$ cat src/rtl/modexp_pkg.sv
// ----------------------------------------------------------------------------
// Modular exponentiation package
// Shared types and register codes for the modular exponentiation block.
// ----------------------------------------------------------------------------
package modexp_pkg;

	// configuration register index
	typedef logic [1:0] cfg_index_t;

	localparam cfg_index_t REG_EXPONENT = 2'd0;
	localparam cfg_index_t REG_MODULUS  = 2'd1;

	// square-and-multiply sequencer
	typedef enum logic [2:0] {
		ST_IDLE,
		ST_REDUCE,
		ST_STEP,
		ST_MUL_ACC,
		ST_MUL_SQ,
		ST_FINISH
	} modexp_state_t;

endpackage

$ cat src/rtl/modexp_in_if.sv
// ----------------------------------------------------------------------------
// Modular exponentiation input channel
// Valid/ready channel carrying one base value per transaction.
// ----------------------------------------------------------------------------
interface modexp_in_if #(
	parameter int WIDTH = 32
);
	logic             valid;
	logic             ready;
	logic [WIDTH-1:0] base_value;

	modport source (output valid, output base_value, input ready);
	modport sink   (input valid, input base_value, output ready);
endinterface

$ cat src/rtl/modexp_out_if.sv
// ----------------------------------------------------------------------------
// Modular exponentiation output channel
// Valid/ready channel carrying one result and its error flag per transaction.
// ----------------------------------------------------------------------------
interface modexp_out_if #(
	parameter int WIDTH = 32
);
	logic             valid;
	logic             ready;
	logic [WIDTH-1:0] power_result;
	logic             bad_modulus;

	modport source (output valid, output power_result, output bad_modulus, input ready);
	modport sink   (input valid, input power_result, input bad_modulus, output ready);
endinterface

$ cat src/rtl/modexp_reduce.sv
// ----------------------------------------------------------------------------
// Serial modular reduction
// Reduces a word modulo m, one dividend bit per cycle, most significant first.
// ----------------------------------------------------------------------------
module modexp_reduce #(
	parameter int WORD_WIDTH = 32
) (
	input  logic                  clk,
	input  logic                  arst_n,
	input  logic                  start,
	input  logic [WORD_WIDTH-1:0] value,
	input  logic [WORD_WIDTH-1:0] modulus,
	output logic                  done,
	output logic [WORD_WIDTH-1:0] remainder
);
	localparam int CNT_W = $clog2(WORD_WIDTH);

	logic                  busy_q;
	logic                  done_q;
	logic [CNT_W-1:0]      cnt_q;
	logic [WORD_WIDTH-1:0] rem_q;
	logic [WORD_WIDTH-1:0] shift_q;
	logic [WORD_WIDTH:0]   trial;
	logic [WORD_WIDTH:0]   trial_sub;
	logic [WORD_WIDTH-1:0] rem_d;

	// remainder stays below m, so 2r + bit is below 2m: one subtract at most
	always_comb begin
		trial     = {rem_q, shift_q[WORD_WIDTH-1]};
		trial_sub = trial - {1'b0, modulus};
		if (trial >= {1'b0, modulus}) begin
			rem_d = trial_sub[WORD_WIDTH-1:0];
		end else begin
			rem_d = trial[WORD_WIDTH-1:0];
		end
	end

	always_ff @(posedge clk or negedge arst_n) begin
		if (!arst_n) begin
			busy_q <= 1'b0;
			done_q <= 1'b0;
			cnt_q  <= '0;
		end else begin
			done_q <= busy_q && (cnt_q == '0);
			if (start && !busy_q) begin
				busy_q <= 1'b1;
				cnt_q  <= CNT_W'(WORD_WIDTH - 1);
			end else if (busy_q) begin
				cnt_q <= cnt_q - 1'b1;
				if (cnt_q == '0) begin
					busy_q <= 1'b0;
				end
			end
		end
	end

	always_ff @(posedge clk) begin
		if (start && !busy_q) begin
			rem_q   <= '0;
			shift_q <= value;
		end else if (busy_q) begin
			rem_q   <= rem_d;
			shift_q <= shift_q << 1;
		end
	end

	assign done      = done_q;
	assign remainder = rem_q;

endmodule

$ cat src/rtl/modexp_mulmod.sv
// ----------------------------------------------------------------------------
// Serial modular multiplier
// Forms x * y mod m by shift and add, one multiplier bit per cycle, LSB first.
// ----------------------------------------------------------------------------
module modexp_mulmod #(
	parameter int WORD_WIDTH = 32
) (
	input  logic                  clk,
	input  logic                  arst_n,
	input  logic                  start,
	input  logic [WORD_WIDTH-1:0] x,
	input  logic [WORD_WIDTH-1:0] y,
	input  logic [WORD_WIDTH-1:0] modulus,
	output logic                  done,
	output logic [WORD_WIDTH-1:0] product
);
	localparam int CNT_W = $clog2(WORD_WIDTH);

	logic                  busy_q;
	logic                  done_q;
	logic [CNT_W-1:0]      cnt_q;
	logic [WORD_WIDTH-1:0] acc_q;
	logic [WORD_WIDTH-1:0] dbl_q;
	logic [WORD_WIDTH-1:0] mult_q;
	logic [WORD_WIDTH-1:0] acc_d;
	logic [WORD_WIDTH-1:0] dbl_d;

	// (a + b) mod m for a, b below m
	function automatic logic [WORD_WIDTH-1:0] add_mod(
		input logic [WORD_WIDTH-1:0] a,
		input logic [WORD_WIDTH-1:0] b,
		input logic [WORD_WIDTH-1:0] m
	);
		logic [WORD_WIDTH:0] sum;
		logic [WORD_WIDTH:0] sum_sub;
		sum     = {1'b0, a} + {1'b0, b};
		sum_sub = sum - {1'b0, m};
		if (sum >= {1'b0, m}) begin
			return sum_sub[WORD_WIDTH-1:0];
		end
		return sum[WORD_WIDTH-1:0];
	endfunction

	always_comb begin
		dbl_d = add_mod(dbl_q, dbl_q, modulus);
		if (mult_q[0]) begin
			acc_d = add_mod(acc_q, dbl_q, modulus);
		end else begin
			acc_d = acc_q;
		end
	end

	always_ff @(posedge clk or negedge arst_n) begin
		if (!arst_n) begin
			busy_q <= 1'b0;
			done_q <= 1'b0;
			cnt_q  <= '0;
		end else begin
			done_q <= busy_q && (cnt_q == '0);
			if (start && !busy_q) begin
				busy_q <= 1'b1;
				cnt_q  <= CNT_W'(WORD_WIDTH - 1);
			end else if (busy_q) begin
				cnt_q <= cnt_q - 1'b1;
				if (cnt_q == '0) begin
					busy_q <= 1'b0;
				end
			end
		end
	end

	always_ff @(posedge clk) begin
		if (start && !busy_q) begin
			acc_q  <= '0;
			dbl_q  <= x;
			mult_q <= y;
		end else if (busy_q) begin
			acc_q  <= acc_d;
			dbl_q  <= dbl_d;
			mult_q <= mult_q >> 1;
		end
	end

	assign done    = done_q;
	assign product = acc_q;

endmodule

$ cat src/rtl/modular_exponentiation.sv
// ----------------------------------------------------------------------------
// Modular exponentiation
// Raises each base to the configured exponent modulo the configured modulus.
// ----------------------------------------------------------------------------
// Usage:
//   din carries one base value per transaction; dout returns power_result and
//   bad_modulus for it, in order. exponent and modulus are set through the
//   write port (cfg_we, cfg_index, cfg_data); the user must write them only
//   while the block is idle, as the block itself does not enforce it.
//   One base is worked on at a time. It is first reduced mod m by a serial
//   divider. Each exponent bit up to the highest set one then takes a
//   decision step in ST_STEP, for a set bit a multiply into the accumulator,
//   and a squaring; the multiply and the squaring both go through the single
//   serial modular multiplier. A zero modulus skips the arithmetic and
//   answers through ST_FINISH with bad_modulus set and a zero result.
//   The next base can be taken in the cycle after the result is loaded.
//   The result sits in an output register; din is taken again as soon as the
//   sequencer is idle, even while dout is stalled, and a finished result
//   waits for that register to free up.
//   Reset empties the block and sets exponent and modulus to one.
// ----------------------------------------------------------------------------
module modular_exponentiation #(
	parameter int WORD_WIDTH = 32
) (
	input  logic                    clk,
	input  logic                    arst_n,
	input  logic                    cfg_we,
	input  modexp_pkg::cfg_index_t  cfg_index,
	input  logic [WORD_WIDTH-1:0]   cfg_data,
	modexp_in_if.sink               din,
	modexp_out_if.source            dout
);
	import modexp_pkg::*;

	modexp_state_t state_q;
	modexp_state_t state_d;

	logic [WORD_WIDTH-1:0] exp_q;
	logic [WORD_WIDTH-1:0] mod_q;
	logic [WORD_WIDTH-1:0] e_q;
	logic [WORD_WIDTH-1:0] sq_q;
	logic [WORD_WIDTH-1:0] acc_q;
	logic [WORD_WIDTH-1:0] res_q;
	logic                  bad_q;
	logic                  out_valid_q;

	logic                  m_zero;
	logic                  m_one;
	logic                  in_accept;
	logic                  in_ready;
	logic                  red_start;
	logic                  red_done;
	logic [WORD_WIDTH-1:0] red_result;
	logic                  mul_start;
	logic                  mul_sel_acc;
	logic                  mul_done;
	logic [WORD_WIDTH-1:0] mul_x;
	logic [WORD_WIDTH-1:0] mul_prod;
	logic                  out_load;

	assign m_zero    = (mod_q == '0);
	assign m_one     = (mod_q == WORD_WIDTH'(1));
	assign in_accept = din.valid && in_ready;
	assign mul_x     = mul_sel_acc ? acc_q : sq_q;

	// configuration registers
	always_ff @(posedge clk or negedge arst_n) begin
		if (!arst_n) begin
			exp_q <= WORD_WIDTH'(1);
			mod_q <= WORD_WIDTH'(1);
		end else if (cfg_we) begin
			unique case (cfg_index)
				REG_EXPONENT: exp_q <= cfg_data;
				REG_MODULUS:  mod_q <= cfg_data;
				default: ;
			endcase
		end
	end

	// next state
	always_comb begin
		state_d = state_q;
		unique case (state_q)
			ST_IDLE: begin
				if (in_accept) begin
					state_d = m_zero ? ST_FINISH : ST_REDUCE;
				end
			end
			ST_REDUCE: begin
				if (red_done) begin
					state_d = ST_STEP;
				end
			end
			ST_STEP: begin
				if (e_q == '0) begin
					state_d = ST_FINISH;
				end else if (e_q[0]) begin
					state_d = ST_MUL_ACC;
				end else begin
					state_d = ST_MUL_SQ;
				end
			end
			ST_MUL_ACC: begin
				if (mul_done) begin
					state_d = ST_MUL_SQ;
				end
			end
			ST_MUL_SQ: begin
				if (mul_done) begin
					state_d = ST_STEP;
				end
			end
			ST_FINISH: begin
				if (!out_valid_q || dout.ready) begin
					state_d = ST_IDLE;
				end
			end
			default: state_d = ST_IDLE;
		endcase
	end

	// sequencer outputs
	always_comb begin
		in_ready    = 1'b0;
		red_start   = 1'b0;
		mul_start   = 1'b0;
		mul_sel_acc = 1'b0;
		out_load    = 1'b0;
		unique case (state_q)
			ST_IDLE: begin
				in_ready  = 1'b1;
				red_start = din.valid && !m_zero;
			end
			ST_STEP: begin
				mul_start   = (e_q != '0);
				mul_sel_acc = e_q[0];
			end
			ST_MUL_ACC: begin
				// chain straight into the squaring
				mul_start = mul_done;
			end
			ST_FINISH: begin
				out_load = !out_valid_q || dout.ready;
			end
			default: ;
		endcase
	end

	always_ff @(posedge clk or negedge arst_n) begin
		if (!arst_n) begin
			state_q     <= ST_IDLE;
			out_valid_q <= 1'b0;
		end else begin
			state_q <= state_d;
			if (out_load) begin
				out_valid_q <= 1'b1;
			end else if (dout.ready) begin
				out_valid_q <= 1'b0;
			end
		end
	end

	// working registers
	always_ff @(posedge clk) begin
		if (in_accept) begin
			e_q <= exp_q;
		end
		if (state_q == ST_REDUCE && red_done) begin
			sq_q  <= red_result;
			acc_q <= m_one ? '0 : WORD_WIDTH'(1);
		end
		if (state_q == ST_MUL_ACC && mul_done) begin
			acc_q <= mul_prod;
		end
		if (state_q == ST_MUL_SQ && mul_done) begin
			sq_q <= mul_prod;
			e_q  <= e_q >> 1;
		end
		if (out_load) begin
			res_q <= m_zero ? '0 : acc_q;
			bad_q <= m_zero;
		end
	end

	modexp_reduce #(
		.WORD_WIDTH (WORD_WIDTH)
	) u_reduce (
		.clk       (clk),
		.arst_n    (arst_n),
		.start     (red_start),
		.value     (din.base_value),
		.modulus   (mod_q),
		.done      (red_done),
		.remainder (red_result)
	);

	modexp_mulmod #(
		.WORD_WIDTH (WORD_WIDTH)
	) u_mulmod (
		.clk     (clk),
		.arst_n  (arst_n),
		.start   (mul_start),
		.x       (mul_x),
		.y       (sq_q),
		.modulus (mod_q),
		.done    (mul_done),
		.product (mul_prod)
	);

	assign din.ready         = in_ready;
	assign dout.valid        = out_valid_q;
	assign dout.power_result = res_q;
	assign dout.bad_modulus  = bad_q;

endmodule

$ cat src/flat_wrapper.sv
// flat-port wrapper written by rule: the top's interface ports become plain ports
module modular_exponentiation_flat import modexp_pkg::*;
#(
	parameter int WORD_WIDTH = 32
)
  (clk, arst_n, cfg_we, cfg_index, cfg_data, din_valid, din_base_value, din_ready, dout_valid, dout_power_result, dout_bad_modulus, dout_ready);
  modexp_in_if din_i ();
  modexp_out_if dout_i ();
  input  logic clk;
  input  logic arst_n;
  input  logic cfg_we;
  input  modexp_pkg::cfg_index_t cfg_index;
  input  logic [WORD_WIDTH-1:0] cfg_data;
  input wire logic [$bits(din_i.valid)-1:0] din_valid;
  input wire logic [$bits(din_i.base_value)-1:0] din_base_value;
  output wire logic [$bits(din_i.ready)-1:0] din_ready;
  output wire logic [$bits(dout_i.valid)-1:0] dout_valid;
  output wire logic [$bits(dout_i.power_result)-1:0] dout_power_result;
  output wire logic [$bits(dout_i.bad_modulus)-1:0] dout_bad_modulus;
  input wire logic [$bits(dout_i.ready)-1:0] dout_ready;
  assign din_i.valid = din_valid;
  assign din_i.base_value = din_base_value;
  assign din_ready = din_i.ready;
  assign dout_valid = dout_i.valid;
  assign dout_power_result = dout_i.power_result;
  assign dout_bad_modulus = dout_i.bad_modulus;
  assign dout_i.ready = dout_ready;
  modular_exponentiation #(.WORD_WIDTH(WORD_WIDTH)) u_core (.clk(clk), .arst_n(arst_n), .cfg_we(cfg_we), .cfg_index(cfg_index), .cfg_data(cfg_data), .din(din_i), .dout(dout_i));
endmodule
$ cat config.mk
export PLATFORM = sky130hd
export DESIGN_NAME = modular_exponentiation_flat
export DESIGN_NICKNAME = d
export VERILOG_FILES = /design/src/rtl/modexp_pkg.sv /design/src/rtl/modexp_in_if.sv /design/src/rtl/modexp_out_if.sv /design/src/rtl/modexp_reduce.sv /design/src/rtl/modexp_mulmod.sv /design/src/rtl/modular_exponentiation.sv /design/src/flat_wrapper.sv
export SDC_FILE = /design/constraint.sdc
export NUM_CORES = 1
export LEC_CHECK = 0
export CAP_MARGIN = 20
export CORE_UTILIZATION = 65
export CTS_BUF_LIST = sky130_fd_sc_hd__clkbuf_4
export CTS_CLUSTER_SIZE = 8
export DETAILED_ROUTE_END_ITERATION = 10
export DONT_BUFFER_PORTS = 1
export PLACE_DENSITY = 0.84
export SLEW_MARGIN = 20
export SYNTH_ARGS = -nofsm -noshare
export SYNTH_HDL_FRONTEND = slang
export SYNTH_SLANG_ARGS = --single-unit
$ cat constraint.sdc
create_clock -name clk -period 6.5 [get_ports clk]
set_clock_uncertainty 0.15 [all_clocks]
set_input_delay 0.325 -clock clk [delete_from_list [all_inputs] [get_ports clk]]
set_output_delay 0.325 -clock clk [all_outputs]
set_load 0.02 [all_outputs]
==> flow_metrics.py, run 1 <==
metrics = {
    "logic_synthesis": {
        "synthDistinctLibCells": 88,
        "synth_edf_count": 224,
        "synth_area_leader_cell": "edfxtp_1",
        "ys_seq_elements": 371,
        "netlist_instances": 2278,
        "synthTopCellsByArea": "edfxtp_1 (29%), dfrtp_1 (8.7%), mux2_2 (7.7%), ha_1 (7.2%), dfxtp_1 (5.7%)",
        "ys_warn_count": 0,
        "synth.avg_cell_area_um2": 10.1,
        "synthArstFlopShare_pct": 22.1,
        "ys_seq_area_share_pct": 43.9,
        "synth.most_common_cell": "nand2_1",
        "synth-main-ff-cell": "edfxtp_1",
        "syn_nets": 2485,
        "synth_area_um2": 23000,
        "synth_top_area_share_pct": 29.3,
        "synth_common_cells": "nand2_1 (241), edfxtp_1 (224), a21oi_1 (178), mux2_2 (158), ha_1 (132)",
    },
    "clocking": {
        "cts.repair.resized": 0,
        "cts_setup_buffers": 0,
        "cts-buffers-inserted": 94,
        "clkTransAtPathRegs_ps": 80,
        "tritoncts": "built",
        "clockBufferDepth": 3,
        "clkLatencyLatePin_ps": 840,
        "clock_tree.root_cell": "clkbuf_4",
        "htreeDepth": 3,
        "cts.sinks": 371,
        "holdBufCountCts": 82,
    },
    "timing": {
        "slew_viol_final": 0,
        "tightest_slew_ps": 999,
        "timing.final.crit_period_ps": 5870,
        "timing_hold_violations_final": 0,
        "max_freq_mhz": 170,
        "grt_setup_unrepaired": "no",
        "setup_viol": 0,
        "post-route-period-util_pct": 90.4,
        "slew_headroom_pct": 31.7,
        "tns_ps": 0,
    },
    "setup_path": {
        "crit_type": "reg -> reg",
        "max_stage_delay_ps": 950,
        "path_max_fanout": 27,
        "worstPathRequired_ps": 7060,
        "worstSetupStartpointType": "flop",
        "cpMaxStageDelayCell": "a2111oi_0",
        "crit_path_end_kind": "flop",
        "worstPathArrival_ps": 6440,
        "crit_chain": "ha_1 -> o211ai_1 -> o211ai_1 -> a31oi_1 -> a2111oi_0 -> nand2_1 -> a32oi_1 -> xnor2_1 -> ha_1 -> a21o_1 -> a21o_1 -> a21oi_1 -> inv_1 -> a21oi_1 -> o311ai_1 -> a41oi_4 -> buf_12 -> mux2_2 -> o21ai_1",
    },
    "routing": {
        "antenna_left": 0,
        "vias": 19433,
        "first_pass_iters": 9,
        "drc": 0,
        "wl_per_cell_um": 24.1,
        "drt-vias-per-instance": 6.69,
        "wl_um": 70100,
        "drtIter0Drc": 2642,
    },
    "global_routing": {
        "grt_pass1_vias": 18916,
        "grt_usage_pct": 38.8,
        "overflow": 0,
        "grt_pass1_wl_um": 107000,
        "antenna_found_initial": 2,
        "grt_max_degree": 84,
    },
    "floorplan": {
        "io_pins": 106,
        "start_util_pct": 66.3,
        "core_area_um2": 34600,
        "die_x_um": 190,
        "die-height_um": 190,
        "fp-row-count": 68,
        "dieArea_um2": 36100,
    },
    "layout": {
        "drive_gt1_share_pct": 15.2,
        "post-route-util_pct": 73.6,
        "n_fill_cell": 2297,
        "areaGrowthSynthToFinish_pct": 10.9,
        "nNetsFinal": 2577,
    },
    "min_path": {
        "hold_class": "in -> reg",
    },
    "place": {
        "io_buffers": 0,
        "dp_hpwl_um": 47500,
        "place_congestion": 1.05,
    },
    "flow_run": {
        "drv_cap": 0,
    },
    "status": {
        "outcome": "finished, final reports clean",
    },
}
-- placed cells by master (no fill, tap or decap), types with 8 or more instances in the layout --
cell type | Yosys | routed
mux2i_1 | 46 | 46
a21oi_1 | 178 | 177
o31ai_1 | 15 | 15
ha_1 | 132 | 132
xor2_1 | 34 | 34
nand4_1 | 45 | 45
buf_4 | 2 | 21
dfrtp_1 | 80 | 80
or3_1 | 11 | 11
o21a_1 | 22 | 22
xnor2_1 | 69 | 69
nand2_1 | 241 | 241
nand3_1 | 46 | 46
a211oi_1 | 42 | 42
nor3_1 | 41 | 39
nor2_1 | 89 | 87
nor2b_1 | 70 | 69
o211ai_1 | 19 | 19
edfxtp_1 | 224 | 224
a21o_1 | 46 | 46
a31oi_1 | 19 | 19
mux2_2 | 158 | 158
nor4_1 | 23 | 23
clkinv_1 | 0 | 21
dlygate4sd3_1 | 0 | 80
o21bai_1 | 19 | 19
and3_1 | 15 | 14
inv_1 | 88 | 87
dfxtp_1 | 65 | 65
o21ai_0 | 127 | 127
and2_1 | 44 | 43
o221ai_1 | 8 | 8
nand2b_1 | 16 | 15
o311ai_0 | 15 | 15
clkbuf_4 | 0 | 138
-- path summary, 6_finish.rpt --
check,from,to,slack [ps],depth (start not counted)
max,u_core.u_mulmod.dbl_q[2],u_core.u_mulmod.product[0],630,19
min reg2reg,u_core.u_mulmod.cnt_q[4],u_core.u_mulmod.done,360,1
min in group asynchronous,arst_n,u_core.exp_q[0],490,3
max reg2reg,u_core.u_mulmod.dbl_q[2],u_core.u_mulmod.product[0],630,19
max in group asynchronous,arst_n,u_core.state_q[1],5230,4
min,cfg_data[3],u_core.exp_q[3],100,2
-- registers in the layout, indices dropped and copies added (netlist names), 32 cells and up --
register	cells
u_core.acc_q	32
u_core.dout.power_result	32
u_core.e_q	32
u_core.exp_q	32
u_core.mod_q	32
u_core.sq_q	32
u_core.u_mulmod.dbl_q	32
u_core.u_mulmod.mult_q	32
u_core.u_mulmod.product	32
u_core.u_reduce.remainder	32
u_core.u_reduce.shift_q	32
-- cells by family (layout without fill, tap and decap cells) --
| logic type | after synthesis | count (layout) | share of synthesized area [%] |
|---|---|---|---|
| AOI/OAI and AO/OA | 597 | 597 | 16.9 |
| xor gates and xnor gates | 103 | 103 | 3.93 |
| adders and majority gates | 136 | 136 | 7.54 |
| buffers and inverters | 196 | 362 | 3.51 |
| DFF | 371 | 371 | 43.9 |
| muxes | 204 | 204 | 9.75 |
| other | 0 | 6 | 0 |
| and+or+nand+nor | 671 | 671 | 14.5 |
-- critical path: cells and delay by family (launching register included) --
kind                     cells  cell delay (ps)
AND/OR/NAND/NOR              1              140
multiplexers                 1              360
buffers and inverters        2              350
flip-flops                   1              420
adder cells (fa/ha/maj)      2              660
XOR/XNOR                     1              160
AO/OA/AOI/OAI               12             3540
-- routing by layer --
layer	vias to the layer above	global-route usage, %	share of wire [%]
met5	-	0	0
met4	0	18.4	4.5
met3	230	7.38	10
met2	1206	60.1	45
met1	9274	52.6	41
li1	8723	-	-
-- layout make-up --
| class | count | area (um2) | share of cell area, % |
|---|---|---|---|
| antenna | 6 | 15.0 | 0.0589 |
| sequential | 371 | 10100 | 39.6 |
| clock buffer | 138 | 1040 | 4.07 |
| clock inverter | 32 | 259 | 1.02 |
| tap | 455 | 569 | 2.23 |
| timing repair buffer | 104 | 1030 | 4.06 |
| inverter | 88 | 330 | 1.30 |
| multi-input combinational | 1711 | 12200 | 47.7 |
-- metrics by stage --
step | area (um2) | setup WS [ps] | instances | hold slack [ps]
floorplan | 23000 | 1880 | 2278 | -121
global placement | 23300 | 901 | 2647 | -119
detailed placement | 23300 | 896 | 2647 | -118
CTS | 25500 | 853 | 2899 | 29.9
global route | 25500 | 423 | 2903 | 102
finish | 25500 | 625 | 2905 | 101
Power of run 1 is left out: the tool's default activity adds up to more than one toggle a clock period on the data nets, which glitch-free logic cannot reach.
==> inputs of run 2 (changes only) <==
- CORE_MARGIN: unset -> 1
- MAX_ROUTING_LAYER: unset -> met4
==> run 2 against run 1 <==
  * Die area did not move
  * Critical endpoint is now u_core.u_mulmod.product[3]
  * Non-clock buffer count fell by 3
  * Sequential cell count did not move
  * Core utilization barely moved
==> flow_metrics.py, run 2 (synthesis results as in run 1) <==
metrics = {
    "routing": {
        "first_pass_iters": 8,
        "drt-vias-per-instance": 6.69,
        "drc": 0,
        "vias": 19454,
        "antenna_left": 0,
        "drtIter0Drc": 2436,
        "drt-met1-wl_um": 27200,
        "met2_wirelength_um": 30400,
        "wl_per_cell_um": 23.4,
        "wl_um": 68000,
        "dr_wl_met3_um": 7060,
        "maxUsedRoutingLayer": "met4",
    },
    "layout": {
        "layout_common_cells": "nand2_1 (241), edfxtp_1 (224), a21oi_1 (177), mux2_2 (158), clkbuf_4 (152)",
        "finalInstanceArea_um2": 25500,
        "areaGrowthSynthToFinish_pct": 10.9,
        "final_common_cell": "nand2_1",
        "nNetsFinal": 2577,
        "drive_gt1_share_pct": 15.7,
    },
    "setup_path": {
        "r2r_start": "u_core.u_mulmod.dbl_q[0]",
        "worstPathArrival_ps": 6210,
        "crit_path_end_kind": "flop",
        "crit_type": "reg -> reg",
        "worstSetupStartpointType": "flop",
        "worstPathRequired_ps": 7070,
        "path_max_fanout": 28,
        "critPathLaunch": "u_core.u_mulmod.dbl_q[0]",
    },
    "timing": {
        "hold_slack_ps": 65.8,
        "slew_viol_final": 0,
        "tns_ps": 0,
        "tightest_slew_ps": 1120,
        "timing.final.crit_period_ps": 5650,
        "max_freq_mhz": 177,
        "grt_setup_unrepaired": "no",
        "setup_viol": 0,
        "slew_headroom_pct": 24.8,
        "post-route-period-util_pct": 86.9,
        "timing_hold_violations_final": 0,
    },
    "clocking": {
        "cts_setup_buffers": 0,
        "cts-buffers-inserted": 97,
        "tritoncts": "built",
        "htreeDepth": 3,
        "clkLatencyLatePin_ps": 830,
        "cts.sinks": 371,
        "clock_tree.root_cell": "clkbuf_4",
        "clockBufferDepth": 3,
        "clkTransAtPathRegs_ps": 90,
        "cts.repair.resized": 0,
    },
    "min_path": {
        "hold_class": "in -> reg",
        "hold_path_startpoint": "cfg_we",
    },
    "status": {
        "outcome": "finished, final reports clean",
    },
    "place": {
        "io_buffers": 0,
        "dp_hpwl_um": 45600,
        "placed_cell_area_um2": 23300,
        "place_congestion": 1.01,
    },
    "global_routing": {
        "grt_max_degree": 85,
        "grt_usage_pct": 39.2,
        "grt_pass1_vias": 18957,
        "antenna_found_initial": 1,
        "overflow": 0,
        "grt_pass1_wl_um": 105000,
    },
    "floorplan": {
        "die-height_um": 190,
        "die_x_um": 190,
        "fp-row-count": 68,
        "core_area_um2": 34600,
        "io_pins": 106,
        "dieArea_um2": 36100,
        "start_util_pct": 66.3,
    },
    "flow_run": {
        "drv_cap": 0,
    },
}
-- run 2: cell count changes in the layout (fill, tap and decap cells not counted) --
| cell | before | now |
|---|---|---|
| buf_4 | 21 | 19 |
| buf_6 | 0 | 1 |
| bufinv_16 | 5 | 2 |
| clkbuf_4 | 138 | 152 |
| clkinv_1 | 21 | 18 |
| clkinv_2 | 6 | 8 |
| clkinvlp_4 | 0 | 1 |
| diode_2 | 6 | 1 |
| dlygate4sd3_1 | 80 | 78 |
| inv_2 | 1 | 3 |
| nor3b_1 | 2 | 3 |
| nor3b_2 | 2 | 1 |
| nor4_1 | 23 | 22 |
| nor4_2 | 0 | 1 |
-- run 2: metal layers --
metal / GRT usage, % / vias to the layer above
met4: 19.6 / 0
met3: 7.60 / 230
met5: - / -
met2: 58.7 / 1163
met1: 50.9 / 9336
li1: - / 8725
-- run 2: critical path, stage by stage, from the launching register on --
cell	delay (ps)
edfxtp_1	440
ha_1	290
fa_1	450
a211oi_1	240
nor2_1	140
o21ai_0	420
o21bai_1	110
a21oi_1	190
xnor2_1	120
ha_1	400
and3_1	200
and4_1	310
o2111ai_1	160
a31oi_1	260
o21bai_1	190
o311ai_1	520
a41oi_4	160
buf_12	260
or3_1	370
a31oi_1	170
-- run 2: per-stage QoR --
step / instances / util, % / setup slack [ps]
after detailed placement: 2645 / 67.3 / 947
after global placement: 2645 / 67.3 / 1080
after CTS: 2908 / 73.5 / 918
final: 2910 / 73.6 / 852
after global routing: 2910 / 73.6 / 500
after floorplan: 2278 / - / 1880
-- run 2: timing repair --
item | in CTS | in global routing
setup endpoints to repair | 0 | 0
endpoints found under the hold margin | 182 | 0
hold buffers | 80 | 0
-- run 2: cell type report --
cell class	count	area, um2
Multi-Input combinational cell	1711	12200
Sequential cell	371	10100
Fill cell	2374	9150
Clock buffer	152	1140
Timing Repair Buffer	101	1010
Tap cell	455	569
Inverter	88	330
Clock inverter	31	183
Antenna cell	1	2.50
-- run 2: path summary, 6_finish.rpt --
kind	to	slack, ps	depth (start not counted)
max	u_core.u_mulmod.product[3]	850	19
min	u_core.exp_q[15]	70	3
max reg2reg	u_core.u_mulmod.product[3]	850	19
min reg2reg	u_core.exp_q[31]	360	1
max in group asynchronous	u_core.exp_q[27]	5140	4
min in group asynchronous	u_core.mod_q[30]	490	3
Power of run 2 is left out for the same reason.
